File: config.mk
export PLATFORM = sky130hd
export DESIGN_NAME = epoch_seconds_calendar_convert_top
export DESIGN_NICKNAME = d
export VERILOG_FILES = /design/src/escc_pkg.sv /design/src/escc_dp.sv /design/src/escc_ctrl.sv /design/src/epoch_seconds_calendar_convert_top.sv
export SDC_FILE = /design/constraint.sdc
export NUM_CORES = 1
export LEC_CHECK = 0
export ABC_CLOCK_PERIOD_IN_PS = 10170
export BUFFER_PORTS_ARGS = -buffer_cell sky130_fd_sc_hd__buf_4
export CORE_MARGIN = 2
export CORE_UTILIZATION = 55
export DETAILED_ROUTE_END_ITERATION = 8
export GPL_TIMING_DRIVEN = 1
export PLACE_DENSITY = 0.82
export REMOVE_ABC_BUFFERS = 1
export SLEW_MARGIN = 20
export SYNTH_ARGS = -nofsm -noshare
export SYNTH_HDL_FRONTEND = slang
export SYNTH_HIERARCHICAL = 1
export SYNTH_SLANG_ARGS = --single-unit
File: constraint.sdc
create_clock -name clk_i -period 10.17 [get_ports clk_i]
set_input_delay 1.5255 -clock clk_i [delete_from_list [all_inputs] [get_ports clk_i]]
set_output_delay 1.5255 -clock clk_i [all_outputs]
set_load 0.01 [all_outputs]
File: src/escc_pkg.sv
// shared types, constants and calendar helpers for the epoch/calendar converter
package escc_pkg;

  localparam logic [31:0] DAY_SECS      = 32'd86400;
  localparam logic [31:0] HOUR_SECS     = 32'd3600;
  localparam logic [31:0] MIN_SECS      = 32'd60;
  localparam logic [31:0] EPOCH_AT_2000 = 32'd946684800;
  localparam logic [31:0] EPOCH_AT_2070 = 32'd3155760000;
  localparam logic [31:0] YEAR_SECS     = 32'd31536000;
  localparam logic [31:0] LEAP_SECS     = 32'd31622400;
  localparam logic [6:0]  WINDOW_PIVOT  = 7'd70;
  localparam logic [3:0]  LAST_MONTH    = 4'd12;

  localparam logic [21:0] MON31_SECS = 22'd2678400;
  localparam logic [21:0] MON30_SECS = 22'd2592000;
  localparam logic [21:0] MON29_SECS = 22'd2505600;
  localparam logic [21:0] MON28_SECS = 22'd2419200;

  // each divide is a reciprocal-multiply quotient step, then a subtract step
  localparam logic [2:0] DIV_FIRST_STEP = 3'd1;

  // x / 86400 = (x >> 7) / 675, x below 32 days
  localparam logic [14:0] DAY_RECIP  = 15'd24856;  // 2^24 / 675 rounded up
  // x / 3600 = (x >> 4) / 225, x below one day
  localparam logic [12:0] HOUR_RECIP = 13'd4661;   // 2^20 / 225 rounded up
  // x / 60 = (x >> 2) / 15, x below one hour
  localparam logic [10:0] MIN_RECIP  = 11'd1093;   // 2^14 / 15 rounded up

  typedef enum logic [3:0] {
    OP_NONE,
    OP_LOAD,
    OP_YEAR_DN,
    OP_MON_DN,
    OP_DIV_DAY,
    OP_DIV_HOUR,
    OP_DIV_MIN,
    OP_YEAR_UP,
    OP_MON_UP,
    OP_ADD_DAY,
    OP_ADD_TIME
  } op_e;

  typedef struct packed {
    op_e        op;
    logic [2:0] k;
    logic       out_load;
  } dp_cmd_t;

  typedef struct packed {
    logic err;
    logic year_fit;
    logic mon_fit;
    logic yr_end;
    logic mon_end;
  } dp_stat_t;

  function automatic logic [31:0] year_len(input logic leap);
    return leap ? LEAP_SECS : YEAR_SECS;
  endfunction

  function automatic logic [21:0] month_len(input logic [3:0] m, input logic leap);
    logic [21:0] r;
    case (m)
      4'd1, 4'd3, 4'd5, 4'd7, 4'd8, 4'd10, 4'd12: r = MON31_SECS;
      4'd4, 4'd6, 4'd9, 4'd11:                    r = MON30_SECS;
      4'd2:                                       r = leap ? MON29_SECS : MON28_SECS;
      default:                                    r = 22'd0;
    endcase
    return r;
  endfunction

endpackage

File: src/escc_dp.sv
// datapath: shared 32-bit accumulator, year/month counters, divide and output registers
module escc_dp (
  input  logic              clk_i,
  input  logic              rst_ni,
  input  escc_pkg::dp_cmd_t dp_cmd_i,
  output escc_pkg::dp_stat_t dp_stat_o,
  input  logic              cmd_i,
  input  logic [31:0]       epoch_in_i,
  input  logic [6:0]        year_in_i,
  input  logic [3:0]        month_in_i,
  input  logic [4:0]        day_in_i,
  input  logic [4:0]        hour_in_i,
  input  logic [5:0]        minute_in_i,
  input  logic [5:0]        second_in_i,
  output logic [31:0]       epoch_out_o,
  output logic [6:0]        year_out_o,
  output logic [3:0]        month_out_o,
  output logic [4:0]        day_out_o,
  output logic [4:0]        hour_out_o,
  output logic [5:0]        minute_out_o,
  output logic [5:0]        second_out_o,
  output logic              range_error_o
);
  import escc_pkg::*;

  logic        cmd_q;
  logic        err_q;
  logic [31:0] acc_q, acc_d;
  logic [6:0]  yy_q, yy_d;
  logic [3:0]  mon_q, mon_d;
  logic [4:0]  dq_q, dq_d;
  logic [4:0]  hq_q, hq_d;
  logic [5:0]  mq_q, mq_d;
  logic [6:0]  year_in_q;
  logic [3:0]  month_in_q;
  logic [4:0]  day_in_q;
  logic [4:0]  hour_in_q;
  logic [5:0]  minute_in_q;
  logic [5:0]  second_in_q;

  logic        mon_leap;
  logic [31:0] ylen;
  logic [31:0] mlen;
  logic        quot_step;
  logic [29:0] day_prod;
  logic [25:0] hour_prod;
  logic [20:0] min_prod;
  logic [31:0] day_term;
  logic [31:0] time_term;

  assign ylen     = year_len(yy_q[1:0] == 2'd0);
  assign mon_leap = cmd_q ? (year_in_q[1:0] == 2'd0) : (yy_q[1:0] == 2'd0);
  assign mlen     = {10'd0, month_len(mon_q, mon_leap)};

  // quotient estimates, exact over the accumulator range of each divide
  assign quot_step = (dp_cmd_i.k != 3'd0);
  assign day_prod  = {15'd0, acc_q[21:7]} * {15'd0, DAY_RECIP};
  assign hour_prod = {13'd0, acc_q[16:4]} * {13'd0, HOUR_RECIP};
  assign min_prod  = {11'd0, acc_q[11:2]} * {10'd0, MIN_RECIP};

  assign day_term  = (DAY_SECS * {27'd0, day_in_q}) - DAY_SECS;
  assign time_term = (HOUR_SECS * {27'd0, hour_in_q}) + (MIN_SECS * {26'd0, minute_in_q})
                   + {26'd0, second_in_q};

  assign dp_stat_o.err      = err_q;
  assign dp_stat_o.year_fit = (acc_q < ylen);
  assign dp_stat_o.mon_fit  = (mon_q == LAST_MONTH) || (acc_q < mlen);
  assign dp_stat_o.yr_end   = (yy_q == year_in_q);
  assign dp_stat_o.mon_end  = (mon_q >= month_in_q);

  always_comb begin
    acc_d = acc_q;
    yy_d  = yy_q;
    mon_d = mon_q;
    dq_d  = dq_q;
    hq_d  = hq_q;
    mq_d  = mq_q;
    case (dp_cmd_i.op)
      OP_LOAD: begin
        mon_d = 4'd1;
        dq_d  = 5'd0;
        hq_d  = 5'd0;
        mq_d  = 6'd0;
        if (cmd_i) begin
          acc_d = (year_in_i < WINDOW_PIVOT) ? EPOCH_AT_2000 : 32'd0;
          yy_d  = (year_in_i < WINDOW_PIVOT) ? 7'd0 : WINDOW_PIVOT;
        end else if (epoch_in_i >= EPOCH_AT_2000) begin
          acc_d = epoch_in_i - EPOCH_AT_2000;
          yy_d  = 7'd0;
        end else begin
          acc_d = epoch_in_i;
          yy_d  = WINDOW_PIVOT;
        end
      end
      OP_YEAR_DN: begin
        acc_d = acc_q - ylen;
        yy_d  = yy_q + 7'd1;
      end
      OP_MON_DN: begin
        acc_d = acc_q - mlen;
        mon_d = mon_q + 4'd1;
      end
      OP_DIV_DAY: begin
        if (quot_step) dq_d = day_prod[28:24];
        else acc_d = acc_q - (DAY_SECS * {27'd0, dq_q});
      end
      OP_DIV_HOUR: begin
        if (quot_step) hq_d = hour_prod[24:20];
        else acc_d = acc_q - (HOUR_SECS * {27'd0, hq_q});
      end
      OP_DIV_MIN: begin
        if (quot_step) mq_d = min_prod[19:14];
        else acc_d = acc_q - (MIN_SECS * {26'd0, mq_q});
      end
      OP_YEAR_UP: begin
        acc_d = acc_q + ylen;
        yy_d  = yy_q + 7'd1;
      end
      OP_MON_UP: begin
        acc_d = acc_q + mlen;
        mon_d = mon_q + 4'd1;
      end
      OP_ADD_DAY:  acc_d = acc_q + day_term;
      OP_ADD_TIME: acc_d = acc_q + time_term;
      default: ;
    endcase
  end

  always_ff @(posedge clk_i or negedge rst_ni) begin
    if (!rst_ni) begin
      cmd_q <= 1'b0;
      err_q <= 1'b0;
    end else if (dp_cmd_i.op == OP_LOAD) begin
      cmd_q <= cmd_i;
      err_q <= !cmd_i && (epoch_in_i >= EPOCH_AT_2070);
    end
  end

  always_ff @(posedge clk_i) begin
    acc_q <= acc_d;
    yy_q  <= yy_d;
    mon_q <= mon_d;
    dq_q  <= dq_d;
    hq_q  <= hq_d;
    mq_q  <= mq_d;
    if (dp_cmd_i.op == OP_LOAD) begin
      year_in_q   <= year_in_i;
      month_in_q  <= month_in_i;
      day_in_q    <= day_in_i;
      hour_in_q   <= hour_in_i;
      minute_in_q <= minute_in_i;
      second_in_q <= second_in_i;
    end
  end

  // result register, zero fields outside the active direction
  always_ff @(posedge clk_i) begin
    if (dp_cmd_i.out_load) begin
      if (cmd_q) begin
        epoch_out_o   <= acc_q;
        year_out_o    <= 7'd0;
        month_out_o   <= 4'd0;
        day_out_o     <= 5'd0;
        hour_out_o    <= 5'd0;
        minute_out_o  <= 6'd0;
        second_out_o  <= 6'd0;
        range_error_o <= 1'b0;
      end else if (err_q) begin
        epoch_out_o   <= 32'd0;
        year_out_o    <= 7'd0;
        month_out_o   <= 4'd0;
        day_out_o     <= 5'd0;
        hour_out_o    <= 5'd0;
        minute_out_o  <= 6'd0;
        second_out_o  <= 6'd0;
        range_error_o <= 1'b1;
      end else begin
        epoch_out_o   <= 32'd0;
        year_out_o    <= yy_q;
        month_out_o   <= mon_q;
        day_out_o     <= dq_q + 5'd1;
        hour_out_o    <= hq_q;
        minute_out_o  <= mq_q;
        second_out_o  <= acc_q[5:0];
        range_error_o <= 1'b0;
      end
    end
  end

endmodule

File: src/escc_ctrl.sv
// controller: sequences the year, month, divide and add steps and owns the handshakes
module escc_ctrl (
  input  logic               clk_i,
  input  logic               rst_ni,
  input  logic               in_valid_i,
  output logic               in_ready_o,
  input  logic               cmd_i,
  output logic               out_valid_o,
  input  logic               out_ready_i,
  input  escc_pkg::dp_stat_t dp_stat_i,
  output escc_pkg::dp_cmd_t  dp_cmd_o
);
  import escc_pkg::*;

  typedef enum logic [10:0] {
    S_IDLE     = 11'b00000000001,
    S_YEAR_DN  = 11'b00000000010,
    S_MON_DN   = 11'b00000000100,
    S_DIV_DAY  = 11'b00000001000,
    S_DIV_HOUR = 11'b00000010000,
    S_DIV_MIN  = 11'b00000100000,
    S_YEAR_UP  = 11'b00001000000,
    S_MON_UP   = 11'b00010000000,
    S_ADD_DAY  = 11'b00100000000,
    S_ADD_TIME = 11'b01000000000,
    S_DONE     = 11'b10000000000
  } state_e;

  state_e     state_q, state_d;
  logic [2:0] k_q, k_d;
  logic       out_valid_q, out_valid_d;

  assign in_ready_o  = (state_q == S_IDLE);
  assign out_valid_o = out_valid_q;

  always_comb begin
    state_d           = state_q;
    k_d               = k_q;
    dp_cmd_o.op       = OP_NONE;
    dp_cmd_o.k        = k_q;
    dp_cmd_o.out_load = 1'b0;
    case (state_q)
      S_IDLE: begin
        if (in_valid_i) begin
          dp_cmd_o.op = OP_LOAD;
          state_d     = cmd_i ? S_YEAR_UP : S_YEAR_DN;
        end
      end
      S_YEAR_DN: begin
        if (dp_stat_i.err) begin
          state_d = S_DONE;
        end else if (dp_stat_i.year_fit) begin
          state_d = S_MON_DN;
        end else begin
          dp_cmd_o.op = OP_YEAR_DN;
        end
      end
      S_MON_DN: begin
        if (dp_stat_i.mon_fit) begin
          state_d = S_DIV_DAY;
          k_d     = DIV_FIRST_STEP;
        end else begin
          dp_cmd_o.op = OP_MON_DN;
        end
      end
      S_DIV_DAY: begin
        dp_cmd_o.op = OP_DIV_DAY;
        if (k_q == 3'd0) begin
          state_d = S_DIV_HOUR;
          k_d     = DIV_FIRST_STEP;
        end else begin
          k_d = k_q - 3'd1;
        end
      end
      S_DIV_HOUR: begin
        dp_cmd_o.op = OP_DIV_HOUR;
        if (k_q == 3'd0) begin
          state_d = S_DIV_MIN;
          k_d     = DIV_FIRST_STEP;
        end else begin
          k_d = k_q - 3'd1;
        end
      end
      S_DIV_MIN: begin
        dp_cmd_o.op = OP_DIV_MIN;
        if (k_q == 3'd0) begin
          state_d = S_DONE;
        end else begin
          k_d = k_q - 3'd1;
        end
      end
      S_YEAR_UP: begin
        if (dp_stat_i.yr_end) begin
          state_d = S_MON_UP;
        end else begin
          dp_cmd_o.op = OP_YEAR_UP;
        end
      end
      S_MON_UP: begin
        if (dp_stat_i.mon_end) begin
          state_d = S_ADD_DAY;
        end else begin
          dp_cmd_o.op = OP_MON_UP;
        end
      end
      S_ADD_DAY: begin
        dp_cmd_o.op = OP_ADD_DAY;
        state_d     = S_ADD_TIME;
      end
      S_ADD_TIME: begin
        dp_cmd_o.op = OP_ADD_TIME;
        state_d     = S_DONE;
      end
      S_DONE: begin
        // wait for the result register to free up
        if (!out_valid_q || out_ready_i) begin
          dp_cmd_o.out_load = 1'b1;
          state_d           = S_IDLE;
        end
      end
      default: state_d = S_IDLE;
    endcase
  end

  always_comb begin
    out_valid_d = out_valid_q;
    if (out_valid_q && out_ready_i) out_valid_d = 1'b0;
    if (dp_cmd_o.out_load) out_valid_d = 1'b1;
  end

  always_ff @(posedge clk_i or negedge rst_ni) begin
    if (!rst_ni) begin
      state_q     <= S_IDLE;
      k_q         <= 3'd0;
      out_valid_q <= 1'b0;
    end else begin
      state_q     <= state_d;
      k_q         <= k_d;
      out_valid_q <= out_valid_d;
    end
  end

endmodule

File: src/epoch_seconds_calendar_convert_top.sv
// top level of the epoch seconds <-> calendar date converter
//
//   channel  | handshake            | beat contents
//   ---------+----------------------+-------------------------------------------------
//   input    | in_valid_i/in_ready_o | cmd, epoch_in, year/month/day/hour/minute/second_in
//   output   | out_valid_o/out_ready_i | epoch_out, calendar fields, range_error
//
// one beat at a time; a beat's length is set mainly by the year walk
// (one year per cycle through the shared 32-bit adder), then the month steps and
// three reciprocal divides, each a quotient and a subtract step (seconds to calendar) or
// the month steps and two add steps (calendar to seconds), plus load and hand-off.
// reset returns the controller to idle with no result pending.
// a stalled output holds the result; the next input beat is taken once the result
// register has been loaded, even while that result still waits.
module epoch_seconds_calendar_convert_top (
  input  logic        clk_i,
  input  logic        rst_ni,
  input  logic        in_valid_i,
  output logic        in_ready_o,
  input  logic        cmd_i,
  input  logic [31:0] epoch_in_i,
  input  logic [6:0]  year_in_i,
  input  logic [3:0]  month_in_i,
  input  logic [4:0]  day_in_i,
  input  logic [4:0]  hour_in_i,
  input  logic [5:0]  minute_in_i,
  input  logic [5:0]  second_in_i,
  output logic        out_valid_o,
  input  logic        out_ready_i,
  output logic [31:0] epoch_out_o,
  output logic [6:0]  year_out_o,
  output logic [3:0]  month_out_o,
  output logic [4:0]  day_out_o,
  output logic [4:0]  hour_out_o,
  output logic [5:0]  minute_out_o,
  output logic [5:0]  second_out_o,
  output logic        range_error_o
);
  import escc_pkg::*;

  dp_cmd_t  dp_cmd;
  dp_stat_t dp_stat;

  escc_ctrl u_ctrl (
    .clk_i       (clk_i),
    .rst_ni      (rst_ni),
    .in_valid_i  (in_valid_i),
    .in_ready_o  (in_ready_o),
    .cmd_i       (cmd_i),
    .out_valid_o (out_valid_o),
    .out_ready_i (out_ready_i),
    .dp_stat_i   (dp_stat),
    .dp_cmd_o    (dp_cmd)
  );

  escc_dp u_dp (
    .clk_i         (clk_i),
    .rst_ni        (rst_ni),
    .dp_cmd_i      (dp_cmd),
    .dp_stat_o     (dp_stat),
    .cmd_i         (cmd_i),
    .epoch_in_i    (epoch_in_i),
    .year_in_i     (year_in_i),
    .month_in_i    (month_in_i),
    .day_in_i      (day_in_i),
    .hour_in_i     (hour_in_i),
    .minute_in_i   (minute_in_i),
    .second_in_i   (second_in_i),
    .epoch_out_o   (epoch_out_o),
    .year_out_o    (year_out_o),
    .month_out_o   (month_out_o),
    .day_out_o     (day_out_o),
    .hour_out_o    (hour_out_o),
    .minute_out_o  (minute_out_o),
    .second_out_o  (second_out_o),
    .range_error_o (range_error_o)
  );

endmodule
==> impl.org <==
** Synthesis
- sky130_fd_sc_hd__ha_1 is the most common cell in the netlist.
- Area of the mapped netlist :: 0.02455 sq mm
- A synthesized cell averages 9.044 sq um.
- Post-synthesis cell count :: 2714
- Yosys attributes the largest share of cell area to sky130_fd_sc_hd__ha_1 (22%), sky130_fd_sc_hd__edfxtp_1 (19%), sky130_fd_sc_hd__fa_1 (9.1%).
- For this run, the register share of the synthesized area comes to 0.2107.
- The most used flip-flop cell after synthesis is sky130_fd_sc_hd__edfxtp_1.
- In this run, synthesis inferred 158 flip-flops with an integrated enable.
- Number of warnings issued by yosys :: 6
- Proportion of register bits with asynchronous set or reset after synthesis :: 0.09714
- Yosys mapped the design onto 98 distinct sky130hd cell types.
- Top cell type's share of synthesized area :: 0.2217
- The biggest area contributor in the post-synthesis netlist is sky130_fd_sc_hd__ha_1.
- Ranked by instance count, the synthesized netlist is headed by sky130_fd_sc_hd__ha_1 (435), sky130_fd_sc_hd__inv_1 (328), sky130_fd_sc_hd__edfxtp_1 (158), sky130_fd_sc_hd__nor2_1 (155), sky130_fd_sc_hd__a21oi_1 (151).
- Synthesis inferred 175 register bits.

** Die
- In this run the count of I/O pins placed on the die edge is around 140.
- The core region is ~0.044 sq mm.
- The floorplan step defined a die boundary enclosing 0.04633 sq mm.
- The initialized floorplan defines 77 standard-cell rows.
- The die is 215.3 microns wide.
- Die height :: approximately 220 microns
- Initial standard-cell utilization of the core :: 0.5563

** Setup path
- Reg2reg setup slack :: 0.79 ns
- In this run the worst path has a maximum fanout of 13.
- Setup Crit Path Kind :: reg2reg
- In this run the critical register-to-register path is launched from u_dp/yy_q[0].
- The worst setup path is captured at a register.
- STA puts the critical path data required time at between 10 and 15 ns.
- Endpoint arrival time on the critical path :: 9.63 ns
- In this run the critical register-to-register path is captured at u_dp/acc_q[25].
- For the worst flop-to-flop path, the logic depth is 33.
- On the critical path, the stage with the largest delay is an instance of sky130_fd_sc_hd__ha_1.
- For this run, the slowest stage of the critical path takes 0.60 ns.
- CP startpoint kind :: register

** Hold path
- Hold wc startpoint :: u_ctrl/k_q[0]
- Number of cells traversed by the worst hold path :: 1
- The tightest min-delay check is of the reg2reg type.
- Min-Delay Endpoint :: u_ctrl/k_q[0]

** CTS
- Insertion delay to the later sink of the worst-skew pair :: around 0.52 ns
- TritonCTS built the clock tree.
- Longest Clk Path Bufs :: 2
- Hold repair after CTS inserted 0 buffers.
- Setup Fix Bufs, Post-CTS :: 0
- Cell at the root of the clock tree :: sky130_fd_sc_hd__clkbuf_16
- Number of clock sinks :: 175
- Clock-pin slew was measured on the worst setup and hold paths at 0.09 ns.
- Htree depth :: 4
- Number of buffers created by CTS :: 17
- After clock tree synthesis, the repair step resized 0 gates.

** Timing
- The number of hold violations in the final report came to 0.
- The number of max-slew violations in the final report came to 0.
- Setup repair after global routing left no endpoint under its margin.
- Minimum period implied by the final worst setup slack :: 9.377 ns
- Headroom to the max-slew limit :: 0.2731
- Fmax :: 106.6 MHz
- At the pin with the least slew margin, the transition time is 1.089 ns.
- Across all hold checks on the routed design, the worst slack comes to 0.5437 ns.
- Clk_skew :: 0.02374 ns
- Setup violations remaining at the end of the flow were counted as 0.
- Total Negative Setup Slacks :: 0 ns
- Of the available clock period, the critical path in the final layout requires 0.9221.

** Global route
- After global routing the overflow that remains totals 0.
- The via count of the first global-routing pass was around 22000.
- Total GRT Usage :: 0.3379
- Largest net degree at the start of global routing :: 67
- Wire length of the first global-routing pass :: 121600 microns
- The number of antenna violations at the first check in global routing is 0.

** Route
- Number of vias per cell after detailed routing :: 6.372
- In this run, the number of DRC markers left after iteration 0 of detailed routing was 2340.
- The count of nets left with antenna violations once routing finished came out at 0.
- In the routed design, unresolved DRC markers number 0.
- Total number of vias :: about 22000
- Detailed-route wire length :: 77300 microns
- Wire length per cell :: approximately 23 microns
- DRT Pass-1 Iters :: 8

** Place
- RePlAce Congestion :: 1.011
- Count of input and output buffers :: roughly 140
- Placed instance area :: 0.02630 sq mm
- The wire-length estimate of the detail-placed layout is about 60000 microns.

** Final layout
- In the final design database the tool counted between 3000 and 4000 nets.
- Of the cells placed in the final design, the portion with a size suffix greater than 1 is 0.08947.
- Non-Filler Cell Area, Final :: approximately 0.027 sq mm
- In the final layout, the multi-input gates occupy approximately 0.018 sq mm.
- Storage cell area :: a little over 0.005 sq mm
- For this run, the share of the core covered by cells in the final layout is 0.6097.
- Layout fillers :: between 3000 and 4000
- From synthesis to final layout, the design area changed by 9.593%.

** Run
- Across the run, the number of max-cap violations was 0.

** Outcome
- The flow ran to the end, and the final reports show no timing, DRC or antenna violations.
final cells by class:
cell class / instances / share of cell area
timing repair buffer: 172 / 0.04800
clock inverter: 15 / 0.006093
multi-input combinational: 2132 / 0.6644
clock buffer: 17 / 0.01581
antenna: 1 / 0.00009302
tap: 592 / 0.02753
sequential: 175 / 0.1923
inverter: 328 / 0.04577
worst max path at each step:
stage	start	endpoint	cells after the start
2_1_floorplan	u_dp/cmd_q	u_dp/acc_q[25]	29
3_3_place_gp	u_dp/yy_q[0]	u_dp/acc_q[25]	33
3_5_place_dp	u_dp/yy_q[0]	u_dp/acc_q[25]	33
4_1_cts	u_dp/yy_q[0]	u_dp/acc_q[25]	33
5_1_grt	u_dp/yy_q[0]	u_dp/acc_q[27]	33
6_report	u_dp/yy_q[0]	u_dp/acc_q[25]	33
cell families after synthesis:
logic type | after synthesis | synth area share
buf+inv | 407 | 0.06321
fa+ha+maj | 546 | 0.3123
xor+xnor | 209 | 0.07457
compound gates | 653 | 0.1816
simple gates | 709 | 0.1510
flops | 175 | 0.2107
mux | 15 | 0.006678
sequential cells by signal, summed over array words and instances (netlist names), 3 cells and up:
register           cells
u_dp/minute_in_q       6
u_dp/yy_q              7
u_dp/hq_q              5
u_dp/second_out_o      6
u_dp/hour_out_o        5
u_dp/month_out_o       4
u_dp/epoch_out_o      32
u_ctrl/k_q             3
u_dp/month_in_q        4
u_dp/year_in_q         7
u_dp/minute_out_o      6
u_dp/day_out_o         5
u_dp/hour_in_q         5
u_dp/acc_q            32
u_ctrl/state_q        11
u_dp/mq_q              6
u_dp/dq_q              5
u_dp/second_in_q       6
u_dp/mon_q             4
u_dp/year_out_o        7
u_dp/day_in_q          5
through the flow:
step	setup WS, ns	instances
2_1_floorplan	2.452	2635
3_3_place_gp	1.331	3399
3_5_place_dp	1.062	3399
4_1_cts	1.004	3431
5_1_grt	0.2283	3431
6_report	0.7927	3432
layout by cell type, fill, tap and decap left out, types with 9 or more instances in the layout:
cell type / Yosys / routed
sky130_fd_sc_hd__a221oi_1: 15 / 15
sky130_fd_sc_hd__o21ai_0: 106 / 106
sky130_fd_sc_hd__edfxtp_1: 158 / 158
sky130_fd_sc_hd__dfrtp_1: 16 / 15
sky130_fd_sc_hd__nor2b_1: 30 / 30
sky130_fd_sc_hd__mux2i_1: 10 / 10
sky130_fd_sc_hd__clkbuf_16: 0 / 17
sky130_fd_sc_hd__and3_1: 20 / 20
sky130_fd_sc_hd__nor3_1: 58 / 57
sky130_fd_sc_hd__a21oi_1: 151 / 149
sky130_fd_sc_hd__ha_1: 435 / 435
sky130_fd_sc_hd__a31o_2: 10 / 10
sky130_fd_sc_hd__and2_1: 65 / 65
sky130_fd_sc_hd__o21bai_1: 21 / 21
sky130_fd_sc_hd__a31oi_1: 29 / 29
sky130_fd_sc_hd__o221ai_1: 15 / 15
sky130_fd_sc_hd__or2_2: 9 / 9
sky130_fd_sc_hd__o31ai_1: 17 / 17
sky130_fd_sc_hd__o211ai_1: 20 / 20
sky130_fd_sc_hd__or4_1: 9 / 9
sky130_fd_sc_hd__nor2_1: 155 / 154
sky130_fd_sc_hd__a211oi_1: 40 / 40
sky130_fd_sc_hd__or3_1: 15 / 15
sky130_fd_sc_hd__inv_1: 328 / 328
sky130_fd_sc_hd__nand2_1: 143 / 143
sky130_fd_sc_hd__a211o_1: 10 / 10
sky130_fd_sc_hd__buf_4: 3 / 172
sky130_fd_sc_hd__nand2b_1: 35 / 35
sky130_fd_sc_hd__o22ai_1: 19 / 19
sky130_fd_sc_hd__nand4_1: 28 / 28
sky130_fd_sc_hd__nor4_1: 19 / 19
sky130_fd_sc_hd__nand3_1: 65 / 65
sky130_fd_sc_hd__xor2_1: 74 / 74
sky130_fd_sc_hd__nand3b_1: 10 / 10
sky130_fd_sc_hd__a21o_1: 65 / 65
sky130_fd_sc_hd__fa_1: 111 / 111
sky130_fd_sc_hd__xnor2_1: 135 / 135
sky130_fd_sc_hd__o21a_1: 22 / 22
layer usage:
layer | track usage | wire (microns) | vias up
met5 | 0 | 0 | -
met4 | 0.1520 | 3498 | 0
met3 | 0.07289 | 7110 | 218
met2 | 0.5517 | 35390 | 1094
met1 | 0.4298 | 31300 | 10510
li1 | - | - | 10050
critical path, delay by kind of cell (launching register included):
family                     cells  cell delay (ns)
AOI/OAI and AO/OA             12             3.45
xor gates and xnor gates       1             0.10
DFF                            1             0.47
and+or+nand+nor               14             3.13
adders and majority gates      3             1.32
muxes                          1             0.29
buffers and inverters          2             0.31
Power is left out: the tool's default activity adds up to more than one toggle a clock period on the data nets, which glitch-free logic cannot reach.
